File: src/hdl/whpg_pkg.sv
// ----------------------------------------------------------------------------
// whpg_pkg
// Types and constants shared by the waypoint guidance modules.
// ----------------------------------------------------------------------------
package whpg_pkg;

    localparam int CORDIC_STEPS_DEF = 16;
    localparam int TBL_LEN = 32;

    localparam logic [1:0] CFG_KP = 2'd0;
    localparam logic [1:0] CFG_KI = 2'd1;
    localparam logic [1:0] CFG_KD = 2'd2;

    typedef struct packed {
        logic signed [31:0] pos_north;
        logic signed [31:0] pos_east;
        logic signed [31:0] target_north;
        logic signed [31:0] target_east;
        logic        [15:0] heading;
    } t_in;

    typedef struct packed {
        logic        [15:0] bearing;
        logic        [31:0] range_to_target;
        logic signed [15:0] turn_command;
        logic        [14:0] speed_command;
    } t_out;

    // atan(2^-i) in 1/256 centidegree
    function automatic logic [20:0] atan_tab(input logic [4:0] i);
        logic [20:0] v;
        case (i)
            5'd0: v = 21'd1152000; 5'd1: v = 21'd680065; 5'd2: v = 21'd359328;
            5'd3: v = 21'd182400;  5'd4: v = 21'd91554;  5'd5: v = 21'd45822;
            5'd6: v = 21'd22916;   5'd7: v = 21'd11459;  5'd8: v = 21'd5730;
            5'd9: v = 21'd2865;    5'd10: v = 21'd1432;  5'd11: v = 21'd716;
            5'd12: v = 21'd358;    5'd13: v = 21'd179;   5'd14: v = 21'd90;
            5'd15: v = 21'd45;     5'd16: v = 21'd22;    5'd17: v = 21'd11;
            5'd18: v = 21'd6;      5'd19: v = 21'd3;     5'd20: v = 21'd1;
            5'd21: v = 21'd1;
            default: v = 21'd0;
        endcase
        return v;
    endfunction

endpackage

File: src/hdl/waypoint_heading_pid_guidance.sv
// ----------------------------------------------------------------------------
// waypoint_heading_pid_guidance
// Bearing, range and PID turn/speed commands for one control tick.
// ----------------------------------------------------------------------------
// One input beat per control tick; exactly one output beat per input beat.
// The block works one beat at a time. The next input beat can be taken
// in the cycle after the result register loads. The time per beat is set
// by the serial square root (one result bit per cycle), the CORDIC (one
// rotation per cycle plus a closing step) and five passes through the
// shared multiplier for the squares and the PID terms, each pass made of
// a launch, four partial products and a collect. The result sits in its
// own register: i_stall holds it there while the next beat is already
// being worked on, and a finished beat waits in the last state until the
// register is free. Gains are to be written on the plain write port only
// while the block is idle; the block itself does not enforce this.
module waypoint_heading_pid_guidance #(
    parameter int CORDIC_STEPS = whpg_pkg::CORDIC_STEPS_DEF
) (
    input  logic              i_clk,
    input  logic              i_rst_n,
    input  logic              i_valid,
    output logic              o_stall,
    input  whpg_pkg::t_in     i_data,
    output logic              o_valid,
    input  logic              i_stall,
    output whpg_pkg::t_out    o_data,
    input  logic              i_cfg_we,
    input  logic [1:0]        i_cfg_idx,
    input  logic [31:0]       i_cfg_data
);
    localparam int NSTEP = (CORDIC_STEPS > whpg_pkg::TBL_LEN) ? whpg_pkg::TBL_LEN
                                                               : CORDIC_STEPS;
    localparam int SW = $clog2(whpg_pkg::TBL_LEN + 1);

    // sequencer states
    localparam logic [3:0] S_IDLE = 4'd0;
    localparam logic [3:0] S_SQN  = 4'd1;  // dn^2
    localparam logic [3:0] S_SQE  = 4'd2;  // de^2
    localparam logic [3:0] S_SQRT = 4'd3;
    localparam logic [3:0] S_CORD = 4'd4;
    localparam logic [3:0] S_ERR  = 4'd5;
    localparam logic [3:0] S_KP   = 4'd6;
    localparam logic [3:0] S_KI   = 4'd7;
    localparam logic [3:0] S_KD   = 4'd8;
    localparam logic [3:0] S_SPD  = 4'd9;
    localparam logic [3:0] S_OUT  = 4'd10;

    logic [3:0] r_state, n_state;
    logic       r_busy;   // multiplier launched in this state

    logic signed [31:0] r_kp, r_ki, r_kd;
    logic signed [15:0] r_integ, r_prev;

    logic signed [32:0] r_dn, r_de;
    logic        [15:0] r_hd;
    logic        [65:0] r_sum;     // dn^2 + de^2, up to 2^65
    logic        [65:0] r_rem;
    logic        [32:0] r_root;
    logic        [5:0]  r_cnt;

    logic signed [55:0] r_x, r_y;
    logic signed [24:0] r_z;
    logic [SW-1:0]      r_i;

    logic        [15:0] r_brg;
    logic signed [16:0] r_e;
    logic signed [69:0] r_acc;
    logic        [31:0] r_range;

    logic               r_ovalid;
    whpg_pkg::t_out     r_out;

    // shared multiplier
    logic               w_mstart, w_mdone;
    logic signed [32:0] w_ma, w_mb;
    logic signed [65:0] w_mp;

    whpg_mul u_mul (
        .i_clk  (i_clk),
        .i_rst_n(i_rst_n),
        .i_start(w_mstart),
        .i_a    (w_ma),
        .i_b    (w_mb),
        .o_done (w_mdone),
        .o_p    (w_mp)
    );

    always_comb begin
        w_ma = 33'sd0;
        w_mb = 33'sd0;
        case (r_state)
            S_SQN: begin
                w_ma = r_dn;
                w_mb = r_dn;
            end
            S_SQE: begin
                w_ma = r_de;
                w_mb = r_de;
            end
            S_KP: begin
                w_ma = 33'(r_kp);
                w_mb = 33'(r_e);
            end
            S_KI: begin
                w_ma = 33'(r_ki);
                w_mb = 33'(r_integ);
            end
            S_KD: begin
                w_ma = 33'(r_kd);
                w_mb = 33'(r_e - 17'(r_prev)) * 33'sd5;
            end
            default: begin
                w_ma = 33'sd0;
                w_mb = 33'sd0;
            end
        endcase
    end
    // kd term input: 5*(e - prev) fits easily in 33 bits

    assign w_mstart = !r_busy && (r_state == S_SQN || r_state == S_SQE ||
                      r_state == S_KP || r_state == S_KI || r_state == S_KD);

    // sqrt step: test bit from the top of the 66-bit sum, two bits at a time
    logic [67:0] w_trial;
    logic [67:0] w_remsh;
    always_comb begin
        w_remsh = {r_rem[65:0], r_sum[65:64]};
        w_trial = w_remsh - {33'd0, r_root, 2'b01};
    end

    // CORDIC step
    logic signed [55:0] w_xs, w_ys;
    assign w_xs = r_x >>> r_i;
    assign w_ys = r_y >>> r_i;

    // error path
    logic signed [17:0] w_e0;
    logic        [15:0] w_hd;
    logic signed [24:0] w_zr;
    logic signed [16:0] w_cd;
    always_comb begin
        w_hd = (r_hd >= 16'd36000) ? r_hd - 16'd36000 : r_hd;
        w_zr = (r_z + 25'sd128) >>> 8;
        w_cd = 17'(w_zr);
        if (w_cd < 17'sd0) begin
            w_cd = w_cd + 17'sd36000;
        end else if (w_cd >= 17'sd36000) begin
            w_cd = w_cd - 17'sd36000;
        end
        w_e0 = 18'(r_brg) - 18'($signed({1'b0, w_hd}));
        if (w_e0 > 18'sd18000) begin
            w_e0 = w_e0 - 18'sd36000;
        end else if (w_e0 < -18'sd18000) begin
            w_e0 = w_e0 + 18'sd36000;
        end
    end

    // round(e/5) via reciprocal: (a+2)*52429 >> 18 exact for a+2 < 262144
    logic        [16:0] w_ae;
    logic        [31:0] w_qm;
    logic signed [15:0] w_inc;
    logic signed [16:0] w_isum;
    always_comb begin
        w_ae = r_e[16] ? 17'(-r_e) : 17'(r_e);
        w_qm = 32'(w_ae + 17'd2) * 32'd52429;
        w_inc = r_e[16] ? -16'(w_qm[31:18]) : 16'(w_qm[31:18]);
        w_isum = 17'(r_integ) + 17'(w_inc);
    end

    // turn command rounding and saturation
    logic signed [69:0] w_tr;
    logic signed [15:0] w_turn;
    always_comb begin
        w_tr = (r_acc + 70'sd32768) >>> 16;
        if (w_tr > 70'sd16384) begin
            w_turn = 16'sd16384;
        end else if (w_tr < -70'sd16384) begin
            w_turn = -16'sd16384;
        end else begin
            w_turn = 16'(w_tr);
        end
    end

    // speed: range*64/10 = 32*range/5 capped; range >= 2560 already caps
    logic [31:0] w_sp;
    logic [14:0] w_speed;
    always_comb begin
        w_sp = 32'({r_range[11:0], 5'b00000}) * 32'd52429; // >> 18 is exact /5 here
        if (r_range >= 32'd2560) begin
            w_speed = 15'd16384;
        end else begin
            w_speed = 15'(w_sp >> 18);
        end
    end

    // result register free (empty, or its beat leaves this cycle)
    logic w_load;
    assign w_load = (r_state == S_OUT) && (!r_ovalid || !i_stall);

    assign o_stall = (r_state != S_IDLE);
    assign o_valid = r_ovalid;
    assign o_data  = r_out;

    always_comb begin
        n_state = r_state;
        unique case (r_state)
            S_IDLE: if (i_valid && !o_stall) n_state = S_SQN;
            S_SQN:  if (r_busy && w_mdone) n_state = S_SQE;
            S_SQE:  if (r_busy && w_mdone) n_state = S_SQRT;
            S_SQRT: if (r_cnt == 6'd32) n_state = S_CORD;
            S_CORD: if (32'(r_i) >= 32'(NSTEP)) n_state = S_ERR;
            S_ERR:  n_state = S_KP;
            S_KP:   if (r_busy && w_mdone) n_state = S_KI;
            S_KI:   if (r_busy && w_mdone) n_state = S_KD;
            S_KD:   if (r_busy && w_mdone) n_state = S_SPD;
            S_SPD:  n_state = S_OUT;
            S_OUT:  if (w_load) n_state = S_IDLE;
            default: n_state = S_IDLE;
        endcase
    end

    always_ff @(posedge i_clk) begin
        if (!i_rst_n) begin
            r_state  <= S_IDLE;
            r_busy   <= 1'b0;
            r_kp     <= 32'sd0;
            r_ki     <= 32'sd0;
            r_kd     <= 32'sd0;
            r_integ  <= 16'sd0;
            r_prev   <= 16'sd0;
            r_ovalid <= 1'b0;
        end else begin
            r_state <= n_state;
            if (n_state != r_state) begin
                r_busy <= 1'b0;
            end else if (w_mstart) begin
                r_busy <= 1'b1;
            end
            if (i_cfg_we) begin
                unique case (i_cfg_idx)
                    whpg_pkg::CFG_KP: r_kp <= i_cfg_data;
                    whpg_pkg::CFG_KI: r_ki <= i_cfg_data;
                    whpg_pkg::CFG_KD: r_kd <= i_cfg_data;
                    default: ;
                endcase
            end
            // integral steps once, on the launch cycle of the kp pass,
            // when the new error is already in r_e
            if (r_state == S_KP && !r_busy) begin
                if (w_isum > 17'sd5000) begin
                    r_integ <= 16'sd5000;
                end else if (w_isum < -17'sd5000) begin
                    r_integ <= -16'sd5000;
                end else begin
                    r_integ <= 16'(w_isum);
                end
            end
            if (r_state == S_SPD) begin
                r_prev <= 16'(r_e);
            end
            if (w_load) begin
                r_ovalid <= 1'b1;
            end else if (r_ovalid && !i_stall) begin
                r_ovalid <= 1'b0;
            end
        end
    end

    // datapath
    always_ff @(posedge i_clk) begin
        case (r_state)
            S_IDLE: begin
                r_dn <= 33'(i_data.target_north) - 33'(i_data.pos_north);
                r_de <= 33'(i_data.target_east) - 33'(i_data.pos_east);
                r_hd <= i_data.heading;
            end
            S_SQN: begin
                if (r_busy && w_mdone) begin
                    r_sum <= 66'(w_mp);
                end
            end
            S_SQE: begin
                r_rem  <= 66'd0;
                r_root <= 33'd0;
                r_cnt  <= 6'd0;
                if (r_busy && w_mdone) begin
                    r_sum <= r_sum + 66'(w_mp);
                end
                // CORDIC prerotation
                r_i <= '0;
                if (r_dn < 0) begin
                    if (r_de >= 0) begin
                        r_x <= 56'(r_de) <<< 20;
                        r_y <= -(56'(r_dn) <<< 20);
                        r_z <= 25'sd2304000;
                    end else begin
                        r_x <= -(56'(r_de) <<< 20);
                        r_y <= 56'(r_dn) <<< 20;
                        r_z <= -25'sd2304000;
                    end
                end else begin
                    r_x <= 56'(r_dn) <<< 20;
                    r_y <= 56'(r_de) <<< 20;
                    r_z <= 25'sd0;
                end
            end
            S_SQRT: begin
                r_sum <= {r_sum[63:0], 2'b00};
                r_cnt <= r_cnt + 6'd1;
                if (!w_trial[67]) begin
                    r_rem  <= w_trial[65:0];
                    r_root <= {r_root[31:0], 1'b1};
                end else begin
                    r_rem  <= w_remsh[65:0];
                    r_root <= {r_root[31:0], 1'b0};
                end
            end
            S_CORD: begin
                if (32'(r_i) < 32'(NSTEP)) begin
                    r_i <= r_i + SW'(1);
                    if (r_y > 0) begin
                        r_x <= r_x + w_ys;
                        r_y <= r_y - w_xs;
                        r_z <= r_z + 25'(whpg_pkg::atan_tab(5'(r_i)));
                    end else begin
                        r_x <= r_x - w_ys;
                        r_y <= r_y + w_xs;
                        r_z <= r_z - 25'(whpg_pkg::atan_tab(5'(r_i)));
                    end
                end else begin
                    r_brg <= (r_dn == 0 && r_de == 0) ? 16'd0 : 16'(w_cd);
                    r_range <= r_root[32] ? 32'hFFFF_FFFF : r_root[31:0];
                end
            end
            S_ERR: begin
                r_e <= 17'(w_e0);
                r_acc <= 70'sd0;
            end
            S_KP, S_KI, S_KD: begin
                if (r_busy && w_mdone) begin
                    r_acc <= r_acc + 70'(w_mp);
                end
            end
            S_OUT: begin
                if (w_load) begin
                    r_out.bearing <= r_brg;
                    r_out.range_to_target <= r_range;
                    r_out.turn_command <= w_turn;
                    r_out.speed_command <= w_speed;
                end
            end
            default: ;
        endcase
    end
endmodule

File: src/hdl/whpg_mul.sv
// ----------------------------------------------------------------------------
// whpg_mul
// Shared 33x33 signed multiplier, split over four 17x17-ish partial products.
// ----------------------------------------------------------------------------
module whpg_mul (
    input  logic               i_clk,
    input  logic               i_rst_n,
    input  logic               i_start,
    input  logic signed [32:0] i_a,
    input  logic signed [32:0] i_b,
    output logic               o_done,
    output logic signed [65:0] o_p
);
    // a = ah*2^16 + al, al unsigned 16 bits; one partial product per cycle
    logic signed [16:0] r_ah, r_bh;
    logic        [15:0] r_al, r_bl;
    logic        [2:0]  r_cnt;
    logic signed [65:0] r_acc;
    logic signed [17:0] w_x, w_y;
    logic signed [35:0] w_pp;
    logic signed [65:0] w_sh;

    always_comb begin
        w_x = 18'sd0;
        w_y = 18'sd0;
        w_sh = 66'sd0;
        case (r_cnt)
            3'd1: begin
                w_x = {2'b00, r_al};
                w_y = {2'b00, r_bl};
            end
            3'd2: begin
                w_x = {r_ah[16], r_ah};
                w_y = {2'b00, r_bl};
            end
            3'd3: begin
                w_x = {2'b00, r_al};
                w_y = {r_bh[16], r_bh};
            end
            default: begin
                w_x = {r_ah[16], r_ah};
                w_y = {r_bh[16], r_bh};
            end
        endcase
        w_pp = w_x * w_y;
        case (r_cnt)
            3'd1: w_sh = 66'(w_pp);
            3'd2, 3'd3: w_sh = 66'(w_pp) <<< 16;
            default: w_sh = 66'(w_pp) <<< 32;
        endcase
    end

    always_ff @(posedge i_clk) begin
        if (!i_rst_n) begin
            r_cnt <= 3'd0;
        end else if (i_start) begin
            r_cnt <= 3'd1;
        end else if (r_cnt != 3'd0) begin
            r_cnt <= (r_cnt == 3'd4) ? 3'd0 : r_cnt + 3'd1;
        end
        if (i_start) begin
            r_ah <= i_a[32:16];
            r_al <= i_a[15:0];
            r_bh <= i_b[32:16];
            r_bl <= i_b[15:0];
            r_acc <= 66'sd0;
        end else if (r_cnt != 3'd0) begin
            r_acc <= r_acc + w_sh;
        end
    end

    assign o_done = (r_cnt == 3'd0) && !i_start;
    assign o_p = r_acc;
endmodule

File: config.mk
export PLATFORM = sky130hd
export DESIGN_NAME = waypoint_heading_pid_guidance
export DESIGN_NICKNAME = d
export VERILOG_FILES = /design/src/hdl/whpg_pkg.sv /design/src/hdl/waypoint_heading_pid_guidance.sv /design/src/hdl/whpg_mul.sv
export SDC_FILE = /design/constraint.sdc
export NUM_CORES = 2
export LEC_CHECK = 0
export BUFFER_PORTS_ARGS = -buffer_cell sky130_fd_sc_hd__buf_2
export CORE_MARGIN = 2
export CORE_UTILIZATION = 55
export CTS_BUF_LIST = sky130_fd_sc_hd__clkbuf_2 sky130_fd_sc_hd__clkbuf_4 sky130_fd_sc_hd__clkbuf_8
export CTS_CLUSTER_DIAMETER = 40
export DETAILED_ROUTE_END_ITERATION = 7
export PLACE_DENSITY = 0.68
export SKIP_LAST_GASP = 1
export SLEW_MARGIN = 20
export SYNTH_ARGS = -nofsm -noshare
export SYNTH_HDL_FRONTEND = slang
export SYNTH_SLANG_ARGS = --single-unit
File: constraint.sdc
create_clock -name i_clk -period 16.5 [get_ports i_clk]
set_clock_uncertainty 0.2 [all_clocks]
set_input_delay 0.825 -clock i_clk [delete_from_list [all_inputs] [get_ports i_clk]]
set_output_delay 0.825 -clock i_clk [all_outputs]
set_load 0.02 [all_outputs]
==> flow_metrics.py <==
metrics = {
    "synthesis": {
        "ys_ff_latch": 900,
        "ys_warn_count": 0,
        "syn_inst": 10800,
        "synth_flop_cell": "edfxtp_1",
        "async_flop_share_pct": 0,
        "synth_seq_area_share_pct": 25.8,
        "syn_area_um2": 95900,
        "synth_cell_types": 104,
        "syn_area_per_cell_um2": 8.90,
        "synth_edf_count": 676,
    },
    "worst_setup_path": {
        "cpPeakStageDelay_ns": 0.58,
        "crit_path_start_kind": "register",
        "worstSetupPathType": "register to register",
        "ff2ff_path_depth": 46,
        "cp_max_fo": 9,
        "crit_required_ns": 17.15,
        "endpoint_kind": "register",
        "crit_buf_inv": 6,
        "r2r_slack_ns": 3.89,
        "critPathSlowestCell": "edfxtp_1",
        "regToRegStartpoint": "r_e[0]",
        "crit_arrival_ns": 13.26,
        "crit_family": "simple AND/OR/NAND/NOR gates",
        "timing.rr.end": "r_integ[10]",
    },
    "global_route": {
        "grtUsageTotal_pct": 33.4,
        "grt_pass1_wl_um": 468000,
        "overflow": 0,
        "grt_pass1_vias": 81100,
        "grt_max_degree": 132,
        "antenna_found_initial": 11,
    },
    "floorplan": {
        "dieArea_um2": 178000,
        "die_h_um": 422,
        "fp-row-count": 153,
        "io_pins": 264,
        "start_util_pct": 55.2,
        "core_area_um2": 174000,
        "die_x_um": 422,
    },
    "clocking": {
        "cts_hold_buffers": 48,
        "clk_pin_slew_ns": 0.06,
        "cts_resized": 0,
        "clk_latency_ns": 1.00,
        "cts_made_buffers": 191,
        "cts_sinks": 900,
        "cts_tree": "built",
        "cts.htree.levels": 4,
        "clockRootBuffer": "clkbuf_8",
        "post_cts_buffers": 0,
        "cts_buffer_depth": 3,
    },
    "detailed_routing": {
        "finalWirelength_um": 305000,
        "drc": 0,
        "ant_nets": 0,
        "vias_per_cell": 6.23,
        "wire_per_inst_um": 22.7,
        "first_pass_iters": 8,
        "drt-initial-drc-count": 7231,
        "dr_total_vias": 83700,
    },
    "timing": {
        "fin_setup_tns_ns": 0,
        "min_period_ns": 12.61,
        "setup_viol": 0,
        "drv_slew": 0,
        "tightest_slew_ns": 1.28,
        "timing.final.crit_share_pct": 76.4,
        "hold_viol": 0,
        "slew_headroom_pct": 12.8,
        "fmax_ghz": 0.0793,
        "rsz0062_at_grt": "false",
    },
    "hold_path": {
        "hp-class": "primary input to register",
        "holdPathStages": 3,
        "hp-start": "i_stall",
        "min_to": "o_valid",
    },
    "layout": {
        "mostFrequentLayoutCells": "nand2_1, inv_1, nor2_1",
        "fin_cells": 13400,
        "layout_commonest_cell": "nand2_1",
        "final_nets": 12400,
        "drive_gt1_share_pct": 9.63,
        "area_growth_pct": 8.70,
    },
    "place": {
        "placedCellCount": 13000,
        "gp_congestion": 1.02,
        "dp_hpwl_um": 237000,
        "port-buffer-count": 263,
    },
    "run": {
        "drv_cap": 0,
    },
    "run_status": {
        "outcome": "finished, final reports clean",
    },
}
-- cells by family (layout without fill, tap and decap cells) --
logic type / Yosys count / count (layout) / share of synthesized area, %
AND/OR/NAND/NOR: 3235 / 3235 / 15.6
AO/OA/AOI/OAI: 2786 / 2786 / 18.9
buffers and inverters: 1376 / 1697 / 5.53
adder cells (fa/ha/maj): 1302 / 1302 / 20.6
flip-flops: 900 / 900 / 25.8
XOR/XNOR: 789 / 789 / 7.20
multiplexers: 389 / 389 / 6.37
other: 2 / 10 / 0.00783
-- per-layer routing --
layer | GRT usage (%) | vias up | part of all wire (%)
met1 | 43.7 | 40500 | 41
met5 | 0 | - | 0.018
met3 | 4.39 | 696 | 6.7
li1 | - | 39100 | -
met4 | 17.8 | 8 | 5.9
met2 | 54.0 | 3377 | 46
-- stage by stage --
step	hold WS [ns]	util, %	cell area [µm²]	setup WS, ns
2_1_floorplan	0.217	-	95900	4.90
3_3_place_gp	0.227	57.2	99300	4.18
3_5_place_dp	0.236	57.2	99300	3.97
4_1_cts	0.0661	60.0	104000	3.94
5_1_grt	0.139	60.1	104000	2.86
6_report	0.139	60.1	104000	3.89
-- worst max path at each step --
stage,startpoint,endpoint,slack [ns],depth (start not counted)
6_report,r_e[0],r_integ[10],3.89,46
5_1_grt,r_e[0],r_integ[7],2.86,45
4_1_cts,r_e[0],r_integ[9],3.94,45
3_5_place_dp,r_e[0],r_integ[10],3.97,45
3_3_place_gp,r_e[0],r_integ[7],4.18,45
2_1_floorplan,r_e[0],r_integ[7],4.90,45
-- cell usage after synthesis, drive strengths merged, types with 88 or more instances --
cell type | n | area (µm²)
or3 | 88 | 551
nand4 | 90 | 563
dfxtp | 224 | 4480
o211ai | 114 | 856
nand2b | 105 | 657
nand2 | 1186 | 4460
edfxtp | 676 | 20300
mux4 | 167 | 3780
and3 | 102 | 638
ha | 844 | 10600
a21o | 292 | 2190
a21boi | 147 | 1100
xor2 | 350 | 3070
nor2b | 101 | 632
a22oi | 148 | 1110
nand3 | 236 | 1180
a31oi | 116 | 726
a21oi | 652 | 3260
xnor2 | 439 | 3840
inv | 939 | 3520
nor2 | 858 | 3220
fa | 458 | 9170
o21a | 94 | 706
nor3 | 166 | 841
mux2i | 140 | 1410
o21ai | 607 | 3040
clkbuf | 349 | 1310
-- area by class of cell --
type,instances,area [µm²]
Timing Repair Buffer,400,2490
Multi-Input combinational cell,8507,66100
Antenna cell,4,10.0
Sequential cell,900,24800
Inverter,942,3550
Fill cell,15200,69400
Clock buffer,245,3100
Clock inverter,110,1350
Tap cell,2325,2910
-- worst register-to-register path: cells and delay by family, from the launching register on --
family / cells / cell delay [ns]
buffers and inverters: 6 / 0.59
XOR/XNOR: 3 / 0.42
AND/OR/NAND/NOR: 18 / 4.50
flip-flops: 1 / 0.58
adder cells (fa/ha/maj): 9 / 3.46
AO/OA/AOI/OAI: 10 / 2.81
-- state kept, by name, indices dropped and copies added (netlist names), 33 cells and up, named ones only --
name and count:
o_data 79, r_acc 70, r_de 33, r_dn 33
r_rem 66, r_root 33, r_sum 66, r_x 56
r_y 56, u_mul.o_p 66
Power is left out: the tool's default activity adds up to more than one toggle a clock period on the data nets, which glitch-free logic cannot reach.
